### src/sv/mbrtu_pkg.sv
package mbrtu_pkg;

  // CRC-16 as used on Modbus RTU lines: reflected polynomial, all-ones start.
  localparam logic [15:0] CRC_INIT = 16'hFFFF;
  localparam logic [15:0] CRC_POLY = 16'hA001;

  // Number of frame bytes covered by the CRC, and the frame length.
  localparam int unsigned CRC_BODY  = 6;
  localparam int unsigned FRAME_LEN = 8;

  // Item operation codes.
  typedef enum logic {
    FUNC_BUILD = 1'b0,
    FUNC_RECV  = 1'b1
  } func_t;

  // Result kinds.
  typedef enum logic {
    KIND_TX = 1'b0,
    KIND_RX = 1'b1
  } kind_t;

  // Positions within a frame.
  localparam logic [2:0] POS_CRC_LO = 3'd6;
  localparam logic [2:0] POS_CRC_HI = 3'd7;

  // Advances a CRC over one byte, one polynomial step per bit.
  function automatic logic [15:0] crc_byte(input logic [15:0] crc, input logic [7:0] b);
    logic [15:0] c;
    c = crc ^ {8'h00, b};
    for (int i = 0; i < 8; i++) begin
      if (c[0]) begin
        c = (c >> 1) ^ CRC_POLY;
      end else begin
        c = c >> 1;
      end
    end
    return c;
  endfunction

endpackage

### src/sv/modbus_rtu_frame_codec.sv
// Channel  Direction  Handshake          Payload
// in_      input      in_valid/in_stall  func, tx_address, tx_function, tx_register,
//                                        tx_data, rx_byte
// out_     output     out_valid/out_stall kind, tx_byte, last, rx_address, rx_function,
//                                        rx_register, rx_data, crc_ok
//
// A receive transaction carries one frame byte; a build transaction yields eight frame
// bytes from the byte sequencer into the single result register, one per cycle when unstalled.
// The transmit CRC is advanced by one byte in each of the first six sequencer steps.
// Reset (rst_n, synchronous, active low) clears the item, sequencer, output valid,
// receive count and receive CRC; no clearing pass is needed.
// A stall on the result channel holds the sequencer; the input register still takes
// the next transaction as soon as the held one has finished its last step.
module modbus_rtu_frame_codec
  import mbrtu_pkg::*;
(
  input  logic        clk,
  input  logic        rst_n,

  input  logic        in_valid,
  output logic        in_stall,
  input  logic        in_func,
  input  logic [7:0]  in_tx_address,
  input  logic [7:0]  in_tx_function,
  input  logic [15:0] in_tx_register,
  input  logic [15:0] in_tx_data,
  input  logic [7:0]  in_rx_byte,

  output logic        out_valid,
  input  logic        out_stall,
  output logic        out_kind,
  output logic [7:0]  out_tx_byte,
  output logic        out_last,
  output logic [7:0]  out_rx_address,
  output logic [7:0]  out_rx_function,
  output logic [15:0] out_rx_register,
  output logic [15:0] out_rx_data,
  output logic        out_crc_ok
);

  // Held input transaction.
  logic        item_vld_r;
  func_t       item_func_r;
  logic [7:0]  item_addr_r;
  logic [7:0]  item_fn_r;
  logic [15:0] item_reg_r;
  logic [15:0] item_dat_r;
  logic [7:0]  item_byte_r;

  // Transmit sequencer.
  logic [2:0]  seq_r;
  logic [15:0] tx_crc_r;

  // Receive state.
  logic [2:0]  rx_count_r;
  logic [15:0] rx_crc_r;
  logic [7:0]  rx_bytes_r [7];

  // Result register.
  logic        out_valid_r;
  kind_t       out_kind_r;
  logic [7:0]  out_tx_byte_r;
  logic        out_last_r;
  logic [7:0]  out_rx_address_r;
  logic [7:0]  out_rx_function_r;
  logic [15:0] out_rx_register_r;
  logic [15:0] out_rx_data_r;
  logic        out_crc_ok_r;

  logic        out_free;
  logic        is_build;
  logic        rx_final;
  logic        step;
  logic        item_done;
  logic        in_accept;
  logic [7:0]  tx_sel;
  logic [15:0] tx_crc_cur;
  logic [15:0] rx_crc_upd;
  logic        rx_ok;

  // The result register can take a new result when empty or being emptied.
  assign out_free = !out_valid_r || !out_stall;
  assign is_build = (item_func_r == FUNC_BUILD);
  assign rx_final = (rx_count_r == POS_CRC_HI);

  // A step produces a result unless it is a receive byte before the last.
  assign step      = item_vld_r && ((!is_build && !rx_final) || out_free);
  assign item_done = step && (!is_build || (seq_r == POS_CRC_HI));
  assign in_stall  = item_vld_r && !item_done;
  assign in_accept = in_valid && !in_stall;

  // Frame byte for the current sequencer position.
  assign tx_crc_cur = (seq_r == 3'd0) ? CRC_INIT : tx_crc_r;
  always_comb begin
    case (seq_r)
      3'd0:       tx_sel = item_addr_r;
      3'd1:       tx_sel = item_fn_r;
      3'd2:       tx_sel = item_reg_r[15:8];
      3'd3:       tx_sel = item_reg_r[7:0];
      3'd4:       tx_sel = item_dat_r[15:8];
      3'd5:       tx_sel = item_dat_r[7:0];
      POS_CRC_LO: tx_sel = tx_crc_r[7:0];
      default:    tx_sel = tx_crc_r[15:8];
    endcase
  end

  // Receive CRC update and final check.
  assign rx_crc_upd = crc_byte(rx_crc_r, item_byte_r);
  assign rx_ok      = (rx_bytes_r[6] == rx_crc_r[7:0]) && (item_byte_r == rx_crc_r[15:8]);

  // Input register.
  always_ff @(posedge clk) begin
    if (!rst_n) begin
      item_vld_r <= 1'b0;
    end else if (in_accept) begin
      item_vld_r <= 1'b1;
    end else if (item_done) begin
      item_vld_r <= 1'b0;
    end
  end

  always_ff @(posedge clk) begin
    if (in_accept) begin
      item_func_r <= func_t'(in_func);
      item_addr_r <= in_tx_address;
      item_fn_r   <= in_tx_function;
      item_reg_r  <= in_tx_register;
      item_dat_r  <= in_tx_data;
      item_byte_r <= in_rx_byte;
    end
  end

  // Transmit sequencer and its running CRC.
  always_ff @(posedge clk) begin
    if (!rst_n) begin
      seq_r <= 3'd0;
    end else if (step && is_build) begin
      seq_r <= seq_r + 3'd1;
    end
  end

  always_ff @(posedge clk) begin
    if (step && is_build && (seq_r < POS_CRC_LO)) begin
      tx_crc_r <= crc_byte(tx_crc_cur, tx_sel);
    end
  end

  // Receive count and CRC.
  always_ff @(posedge clk) begin
    if (!rst_n) begin
      rx_count_r <= 3'd0;
      rx_crc_r   <= CRC_INIT;
    end else if (step && !is_build) begin
      if (rx_final) begin
        rx_count_r <= 3'd0;
        rx_crc_r   <= CRC_INIT;
      end else begin
        rx_count_r <= rx_count_r + 3'd1;
        if (rx_count_r < POS_CRC_LO) begin
          rx_crc_r <= rx_crc_upd;
        end
      end
    end
  end

  // Received byte store.
  always_ff @(posedge clk) begin
    if (step && !is_build && !rx_final) begin
      rx_bytes_r[rx_count_r] <= item_byte_r;
    end
  end

  // Result register.
  always_ff @(posedge clk) begin
    if (!rst_n) begin
      out_valid_r <= 1'b0;
    end else if (step && (is_build || rx_final)) begin
      out_valid_r <= 1'b1;
    end else if (!out_stall) begin
      out_valid_r <= 1'b0;
    end
  end

  always_ff @(posedge clk) begin
    if (step && is_build) begin
      out_kind_r        <= KIND_TX;
      out_tx_byte_r     <= tx_sel;
      out_last_r        <= (seq_r == POS_CRC_HI);
      out_rx_address_r  <= 8'h00;
      out_rx_function_r <= 8'h00;
      out_rx_register_r <= 16'h0000;
      out_rx_data_r     <= 16'h0000;
      out_crc_ok_r      <= 1'b0;
    end else if (step && rx_final) begin
      out_kind_r        <= KIND_RX;
      out_tx_byte_r     <= 8'h00;
      out_last_r        <= 1'b1;
      out_rx_address_r  <= rx_bytes_r[0];
      out_rx_function_r <= rx_bytes_r[1];
      out_rx_register_r <= {rx_bytes_r[2], rx_bytes_r[3]};
      out_rx_data_r     <= {rx_bytes_r[4], rx_bytes_r[5]};
      out_crc_ok_r      <= rx_ok;
    end
  end

  assign out_valid       = out_valid_r;
  assign out_kind        = out_kind_r;
  assign out_tx_byte     = out_tx_byte_r;
  assign out_last        = out_last_r;
  assign out_rx_address  = out_rx_address_r;
  assign out_rx_function = out_rx_function_r;
  assign out_rx_register = out_rx_register_r;
  assign out_rx_data     = out_rx_data_r;
  assign out_crc_ok      = out_crc_ok_r;

endmodule
### config.mk
export PLATFORM = sky130hd
export DESIGN_NAME = modbus_rtu_frame_codec
export DESIGN_NICKNAME = d
export VERILOG_FILES = /design/src/sv/mbrtu_pkg.sv /design/src/sv/modbus_rtu_frame_codec.sv
export SDC_FILE = /design/constraint.sdc
export NUM_CORES = 1
export LEC_CHECK = 0
export BUFFER_PORTS_ARGS = -buffer_cell sky130_fd_sc_hd__buf_4
export CORE_MARGIN = 3
export CORE_UTILIZATION = 55
export CTS_CLUSTER_DIAMETER = 200
export CTS_CLUSTER_SIZE = 14
export DETAILED_ROUTE_END_ITERATION = 7
export MAX_ROUTING_LAYER = met4
export PLACE_DENSITY = 0.78
export SLEW_MARGIN = 40
export SYNTH_ARGS = -nofsm -noshare
export SYNTH_HDL_FRONTEND = slang
export SYNTH_SLANG_ARGS = --single-unit
### constraint.sdc
create_clock -name clk -period 6.2 [get_ports clk]
set_clock_uncertainty 0.15 [all_clocks]
set_input_delay 0.62 -clock clk [delete_from_list [all_inputs] [get_ports clk]]
set_output_delay 0.62 -clock clk [all_outputs]
set_load 0.02 [all_outputs]
# Yosys cells after proc, flatten, opt, wreduce, memory -nomap -nowiden
# Memories as Yosys holds them, arrays and structs flattened. A register that Yosys moved wholly into a read port is not among the register bits.
# Cells that the tools add are included.
[totals]
reg_bits = 108
ram_bits = 56
output_inout_bits = 61
word_cells = 116
mem_count = 1
[op_classes]
n_addsub = 2
n_lt_le_gt_ge = 2
eq_ne = 11
mux = 38
bitwise = 19
n_reduce_logical = 26
[memory_table]
columns = ["name", "depth", "width", "read_ports", "rd_ports_with_merged_regs", "wr", "line", "text"]
rows = [
  ["rx_bytes_r", 7, 8, 7, 6, 1, "modbus_rtu_frame_codec.sv:57", "logic [7:0] rx_bytes_r [7];"],
]
[ops]
columns = ["op", "count"]
rows = [
  ["2-to-1 mux 16 bit", 25],
  ["case mux 8 bit (7 select lines)", 1],
  ["NOT 2 -> 3 bit", 16],
  ["bitwise XOR 16 x 8 -> 16 bit", 2],
  ["== test 8 bit", 2],
  ["2-to-1 mux 8 bit", 2],
  ["== test 3 bit, second input constant", 5],
  ["2-to-1 mux 14 bit", 1],
  ["logical AND 1 bit", 12],
  ["2-to-1 mux 1 bit", 8],
  ["adder 3 x 1 -> 3 bit, second input constant", 2],
  ["== test 3 x 2 -> 1 bit, second input constant", 2],
  ["less-than comparator 3 bit, second input constant", 2],
  ["nonzero test 2 bit", 3],
  ["logical NOT 1 bit", 5],
  ["logical OR 1 bit", 4],
  ["== test 3 x 1 -> 1 bit, second input constant", 1],
  ["logical NOT 3 bit", 1],
  ["2-to-1 mux 3 bit", 1],
  ["inequality test 2 x 1 -> 1 bit, second input constant", 1],
  ["AND reduction 2 bit", 1],
  ["NOT 1 bit", 1],
]

# Longest topological paths before layout
[depth]
word_depth = 28
mapped_depth = 12
ltp_nobuf = 9

# Least setup slack after synthesis
# Ideal clock, no wire load.
[synth_timing]
kind = "register to register"
from = "register rx_count_r[1]"
to = "register item_addr_r[0] (enable)"
arrival_time_ns = 3.879
required_time_ns = 5.572
slack_ns = 1.693
path_stages_with_launch = 8
path_buffers = 1
period_less_slack_ns = 4.507
cell_sequence = "dfxtp_1 ha_1 ha_1 clkbuf_1 nor2b_1 o22ai_1 and2_1 nor2b_1"
[synth_between]
elab_chain_cells = 10
[synth_lines]
columns = ["item", "line", "text"]
rows = [
  ["start, declared", "modbus_rtu_frame_codec.sv:55", "logic [2:0] rx_count_r;"],
  ["start signal, assigned", "modbus_rtu_frame_codec.sv:158", "rx_count_r <= rx_count_r + 3'd1;"],
  ["== test 3 bit", "modbus_rtu_frame_codec.sv:84", "assign rx_final = (rx_count_r == POS_CRC_HI);"],
  ["logical NOT 1 bit", "modbus_rtu_frame_codec.sv:87", "assign step = item_vld_r && ((!is_build && !rx_final) || out_free);"],
  ["logical AND 1 bit", "modbus_rtu_frame_codec.sv:87", ""],
  ["logical OR 1 bit", "modbus_rtu_frame_codec.sv:87", ""],
  ["logical AND 1 bit", "modbus_rtu_frame_codec.sv:87", ""],
  ["logical AND 1 bit", "modbus_rtu_frame_codec.sv:88", "assign item_done = step && (!is_build || (seq_r == POS_CRC_HI));"],
  ["logical NOT 1 bit", "modbus_rtu_frame_codec.sv:89", "assign in_stall = item_vld_r && !item_done;"],
  ["logical AND 1 bit", "modbus_rtu_frame_codec.sv:89", ""],
  ["net in_stall", "modbus_rtu_frame_codec.sv:21", "output logic in_stall,"],
  ["logical NOT 1 bit", "modbus_rtu_frame_codec.sv:90", "assign in_accept = in_valid && !in_stall;"],
  ["logical AND 1 bit", "modbus_rtu_frame_codec.sv:90", ""],
  ["net in_accept", "modbus_rtu_frame_codec.sv:75", "logic in_accept;"],
  ["end signal, assigned", "modbus_rtu_frame_codec.sv:125", "item_addr_r <= in_tx_address;"],
  ["end, declared", "modbus_rtu_frame_codec.sv:44", "logic [7:0] item_addr_r;"],
]
# The timed path passes the listed nets, and every way through them passes these cells.
# A chain may end at the register's enable or synchronous reset.

# Worst setup path in the final report
[layout_timing]
from = "register seq_r[2]"
to = "register tx_crc_r[0] (data pin)"
[layout_between]
elab_chain_cells = 19
[layout_lines]
columns = ["item", "line", "text"]
rows = [
  ["start, declared", "modbus_rtu_frame_codec.sv:51", "logic [2:0] seq_r;"],
  ["start signal, assigned", "modbus_rtu_frame_codec.sv:138", "seq_r <= seq_r + 3'd1;"],
  ["== test 3 bit, or another cell as far along", "modbus_rtu_frame_codec.sv:95", "case (seq_r)"],
  ["case mux 8 bit (7 select lines) / 2-to-1 mux 16 bit (equally long branches)", "modbus_rtu_frame_codec.sv:95, modbus_rtu_frame_codec.sv:93", ""],
  ["bitwise XOR 16 x 8 -> 16 bit *", "mbrtu_pkg.sv:30", "c = crc ^ {8'h00, b};"],
  ["2-to-1 mux 16 bit *", "mbrtu_pkg.sv:32", "if (c[0]) begin"],
  ["2-to-1 mux 16 bit *", "modbus_rtu_frame_codec.sv:143", "if (step && is_build && (seq_r < POS_CRC_LO)) begin"],
  ["2-to-1 mux 16 bit *", "mbrtu_pkg.sv:32", ""],
  ["2-to-1 mux 16 bit *", "modbus_rtu_frame_codec.sv:143", ""],
  ["2-to-1 mux 16 bit *", "mbrtu_pkg.sv:32", ""],
  ["[... 3 more ...]", "-", ""],
  ["2-to-1 mux 16 bit *", "mbrtu_pkg.sv:32", ""],
  ["2-to-1 mux 16 bit *", "modbus_rtu_frame_codec.sv:143", ""],
  ["2-to-1 mux 16 bit *", "mbrtu_pkg.sv:32", ""],
  ["2-to-1 mux 16 bit *", "modbus_rtu_frame_codec.sv:143", ""],
  ["NOT 2 -> 3 bit (no source line), or another cell as far along", "-", ""],
  ["2-to-1 mux 16 bit *", "mbrtu_pkg.sv:32", ""],
  ["2-to-1 mux 16 bit *", "modbus_rtu_frame_codec.sv:143", ""],
  ["2-to-1 mux 14 bit *", "mbrtu_pkg.sv:32", ""],
  ["end signal, assigned", "modbus_rtu_frame_codec.sv:144", "tx_crc_r <= crc_byte(tx_crc_cur, tx_sel);"],
  ["end, declared", "modbus_rtu_frame_codec.sv:52", "logic [15:0] tx_crc_r;"],
]
# Every way passes the cells marked *; elsewhere a longest branch is shown, timed or not. The select of a mux whose other input is x is not followed.

==> tab_implementation.tex <==
\begin{tabular}{lr}
\hline
Metric & Value \\
\hline
\multicolumn{2}{l}{\textbf{Global routing}} \\
\quad Number of antenna violations at the first check in global routing & 0 \\
\quad Largest net degree at the start of global routing & 58 \\
\quad GRT Residual Overflow & 0 \\
\quad Vias in the first global route & 4,732 \\
\quad Wire length of the first global-routing pass & 25,700 um \\
\quad Total global-route track usage & 0.208 \\
\multicolumn{2}{l}{\textbf{Finish}} \\
\quad Area taken by flip-flops and latches & 5630 um\^{}2 \\
\quad Core utilization of the finished layout & 0.685 \\
\quad Cell area after layout & 9620 um\^{}2 \\
\quad Number of filler cells placed in the layout & 969 \\
\quad Area of combinational cells with multiple inputs & 2240 um\^{}2 \\
\quad Diode count & 0 \\
\quad Area growth from synthesis to layout & 20.2\% \\
\quad Final-stage net count & 735 \\
\quad Layout cells sized above 1 & 0.242 \\
\multicolumn{2}{l}{\textbf{CTS}} \\
\quad Clock-pin slew on the worst setup and hold paths & 70 ps \\
\quad Clock root buffer & clkbuf\_16 \\
\quad TritonCTS Buffers & 19 \\
\quad Number of hold-repair buffers added at the cts stage & 0 \\
\quad Number of buffers inserted by post-CTS setup repair & 0 \\
\quad Insertion delay to the later sink of the worst-skew pair & 470 ps \\
\quad Number of H-tree levels & 1 \\
\quad Buffer levels on the longest clock path & 3 \\
\quad Clock sink count & 212 \\
\quad Clock tree from TritonCTS & done \\
\quad Cells resized by post-CTS repair & 0 \\
\multicolumn{2}{l}{\textbf{Critical path}} \\
\quad Cell type of the slowest stage on the worst timing path & nor4\_2 \\
\quad End of the worst register-to-register path & tx\_crc\_r[0]\$\_DFFE\_PP\_ \\
\quad Reg2reg path depth & 9 \\
\quad Critical register-to-register path startpoint & seq\_r[2]\$\_SDFFE\_PN0P\_ \\
\quad Type of element launching the critical path & flop \\
\quad Gate family responsible for the most delay along the worst path & XOR/XNOR gates \\
\quad Delay of the slowest critical-path stage & 640 ps \\
\quad Source of the critical timing path & seq\_r[2]\$\_SDFFE\_PN0P\_ \\
\quad Cell repeated most along the worst path & xnor2\_1 \\
\quad Worst Path Buf+Inv & 1 \\
\quad Path type of the worst setup path & flop to flop \\
\quad Stages on worst setup path & 9 \\
\quad Setup slack of the worst register-to-register path & 2330 ps \\
\quad Required time of the worst setup path & 6260 ps \\
\quad Worst Path Arrival & 3930 ps \\
\quad Max FO, Critical Path & 21 \\
\quad Critical path endpoint & tx\_crc\_r[0]\$\_DFFE\_PP\_ \\
\quad Type of element capturing the critical path & flop \\
\quad Crit-path cells & inv\_1, ha\_1, nor4\_2, a222oi\_1, o21ai\_0, xnor3\_1, xnor2\_2, xnor2\_1, xnor2\_1 \\
\multicolumn{2}{l}{\textbf{Power}} \\
\quad Worst vdd rail ir drop & 0.251 mV \\
\quad Ratio of total power to cell area & 306 nW/um\^{}2 \\
\quad Static leakage & 3.64 nW \\
\multicolumn{2}{l}{\textbf{STA}} \\
\quad Slew Limit Headroom & 0.464 \\
\quad Post-route fraction of the period consumed by the critical path & 0.624 \\
\quad Number of failing hold endpoints at the final stage & 0 \\
\quad Final critical-path required period & 3870 ps \\
\quad RSZ-0062 raised after global routing & false \\
\quad Fmax & 259 MHz \\
\quad Setup slack after layout & 2330 ps \\
\quad Setup total negative slack & 0 ps \\
\quad Total setup violations reported at the end of the flow & 0 \\
\quad Worst Tran Pin Value & 798 ps \\
\quad Number of pins with negative max-slew slack in the final report & 0 \\
\multicolumn{2}{l}{\textbf{Synth}} \\
\quad Yosys reg bits & 212 \\
\quad Total of warnings raised by yosys & 0 \\
\quad Post-Synth Adder-Cell Area & 0.0125 \\
\quad Synthesized area per cell & 14.6 um\^{}2 \\
\quad Compound-cell area share of the yosys netlist & 0.108 \\
\quad Dominant synthesized flop cell & edfxtp\_1 \\
\quad Dominant combinational cell family by area after synthesis & compound AO/OA/AOI/OAI gates \\
\quad Fraction of the yosys area taken by sequential cells & 0.703 \\
\quad Combined area of all synthesized cells & 8000 um\^{}2 \\
\quad Post-synth top area share & 0.518 \\
\quad Unique cell type count in the Yosys netlist & 45 \\
\quad Xor and xnor fraction of the mapped netlist area & 0.0846 \\
\quad Post-synthesis net count & 617 \\
\quad Synthesized instance count & 548 \\
\quad Mux share of post-synthesis cell area & 0.0138 \\
\quad Post-synthesis async set-or-reset flop share & 0 \\
\quad Synth top cells by count & 138 x edfxtp\_1, 74 x dfxtp\_1, 53 x a22o\_1, 50 x xnor2\_1, 37 x nor2\_1 \\
\quad Most repeated cell in the gate-level netlist after synthesis & edfxtp\_1 \\
\quad Simple-gate share of the synthesized area & 0.0590 \\
\quad Dominant cell type by area after synthesis & edfxtp\_1 \\
\quad Synth area leaders & edfxtp\_1 52\%, dfxtp\_1 19\%, a22o\_1 5.8\%, xnor2\_1 5.5\%, nor2\_1 1.7\% \\
\quad Number of flops mapped to enable cells by yosys & 138 \\
\multicolumn{2}{l}{\textbf{Routing}} \\
\quad Total detailed-routing wirelength & 16,400 um \\
\quad Wirelength per Cell & 19.1 um \\
\quad Count of TritonRoute iterations in the first routing pass & 7 \\
\quad Vias per Instance & 5.74 \\
\quad Residual DRC count & 0 \\
\quad Number of DRC markers after the initial detailed-route iteration & 472 \\
\quad ANT nets after route & 0 \\
\quad Total number of vias & 4,928 \\
\multicolumn{2}{l}{\textbf{Place}} \\
\quad Routability cong. & 0.946 \\
\quad Cell Area, Placed & 9070 um\^{}2 \\
\quad Number of input and output port buffers inserted & 121 \\
\quad Pre-CTS worst setup slack & 2030 ps \\
\quad Placed wire-length estimate & 11,300 um \\
\multicolumn{2}{l}{\textbf{Floorplanning}} \\
\quad Horizontal extent of the die & 127 um \\
\quad Die height & 127 um \\
\quad Placeable core region & 14,000 um\^{}2 \\
\quad Die outline area & 16,000 um\^{}2 \\
\quad I/O Pins & 122 \\
\quad Total number of placement rows & 43 \\
\quad Initial core utilization & 0.570 \\
\multicolumn{2}{l}{\textbf{Flow run}} \\
\quad Max Cap Violations & 0 \\
\multicolumn{2}{l}{\textbf{Min path}} \\
\quad Worst Hold Class & input port to flop \\
\multicolumn{2}{l}{\textbf{Run status}} \\
\quad Run status & complete, no violations \\
\hline
\end{tabular}
[metal layers]
metal  GRT usage  vias to the layer above  share of wire
met5           -                        -              0
met4      0.0549                        0          0.025
met3      0.0303                       35          0.077
met2       0.309                      218           0.46
met1       0.305                     2399           0.44
li1            -                     2276              -
[report_power, final]
group | switching, mW | internal (mW) | leakage, nW | total, mW
clock | 0.475 | 0.578 | 0.256 | 1.05
sequential | 0.0403 | 1.57 | 1.88 | 1.61
combinational | 0.139 | 0.140 | 1.50 | 0.279
total | 0.654 | 2.29 | 3.64 | 2.94
[worst min-delay path by stage]
stage,end,startpoint,cells past startpoint
floorplan,out_rx_function[7]$_SDFFE_PP0P_,rx_bytes_r[1][7]$_DFFE_PP_,1
global placement,out_rx_register[15]$_SDFFE_PP0P_,rx_bytes_r[2][7]$_DFFE_PP_,1
detailed placement,out_rx_address[0]$_SDFFE_PP0P_,rx_bytes_r[0][0]$_DFFE_PP_,1
CTS,item_addr_r[0]$_DFFE_PP_,in_tx_address[0],1
global route,item_reg_r[11]$_DFFE_PP_,in_tx_register[11],1
finish,item_addr_r[4]$_DFFE_PP_,in_tx_address[4],1
[flip-flops by register name (all words and copies together), names as in the netlist, 16 cells and up]
name,count
rx_crc_r,16
item_dat_r,16
rx_bytes_r,56
out_rx_data,16
item_reg_r,16
out_rx_register,16
tx_crc_r,16
[metrics by stage]
stage	power (mW)	hold WS (ps)	cells
3_5_place_dp	1.92	293	825
3_3_place_gp	1.91	289	825
5_1_grt	3.05	150	858
6_report	2.94	170	858
2_1_floorplan	1.83	286	548
4_1_cts	2.96	155	858
[placed cells by master (no fill, tap or decap), types with 5 or more instances in the layout]
cell type  Yosys  layout
a21oi_1        6       6
a221oi_1       8       8
a222oi_1       5       5
a22o_1        53      53
buf_4          0     126
clkbuf_1      26      13
clkbuf_16      0      19
dfxtp_1       74      73
edfxtp_1     138     138
ha_1           8       8
inv_1          9       9
mux2_2         5       5
nand2_1       20      20
nor2_1        37      36
nor2b_1        6       5
nor3_1        12      10
o21ai_0       16      16
o22ai_1        7       7
or2_2          6       6
xnor2_1       50      50
xor2_1        15      15
[cells by family (layout without fill, tap and decap cells)]
family          after synthesis  in the layout
mux                          10             10
flops                       212            212
xor+xnor                     70             70
compound gates              111            111
fa+ha+maj                     8              8
buf+inv                      38            168
simple gates                 99             99
[cell type report]
cell class / count / area share
tap: 180 / 0.0234
clock inverter: 1 / 0.00169
inverter: 9 / 0.00351
sequential: 212 / 0.585
timing repair buffer: 126 / 0.0984
clock buffer: 32 / 0.0545
multi-input combinational: 298 / 0.233
Power figures use the tool's default switching activity.
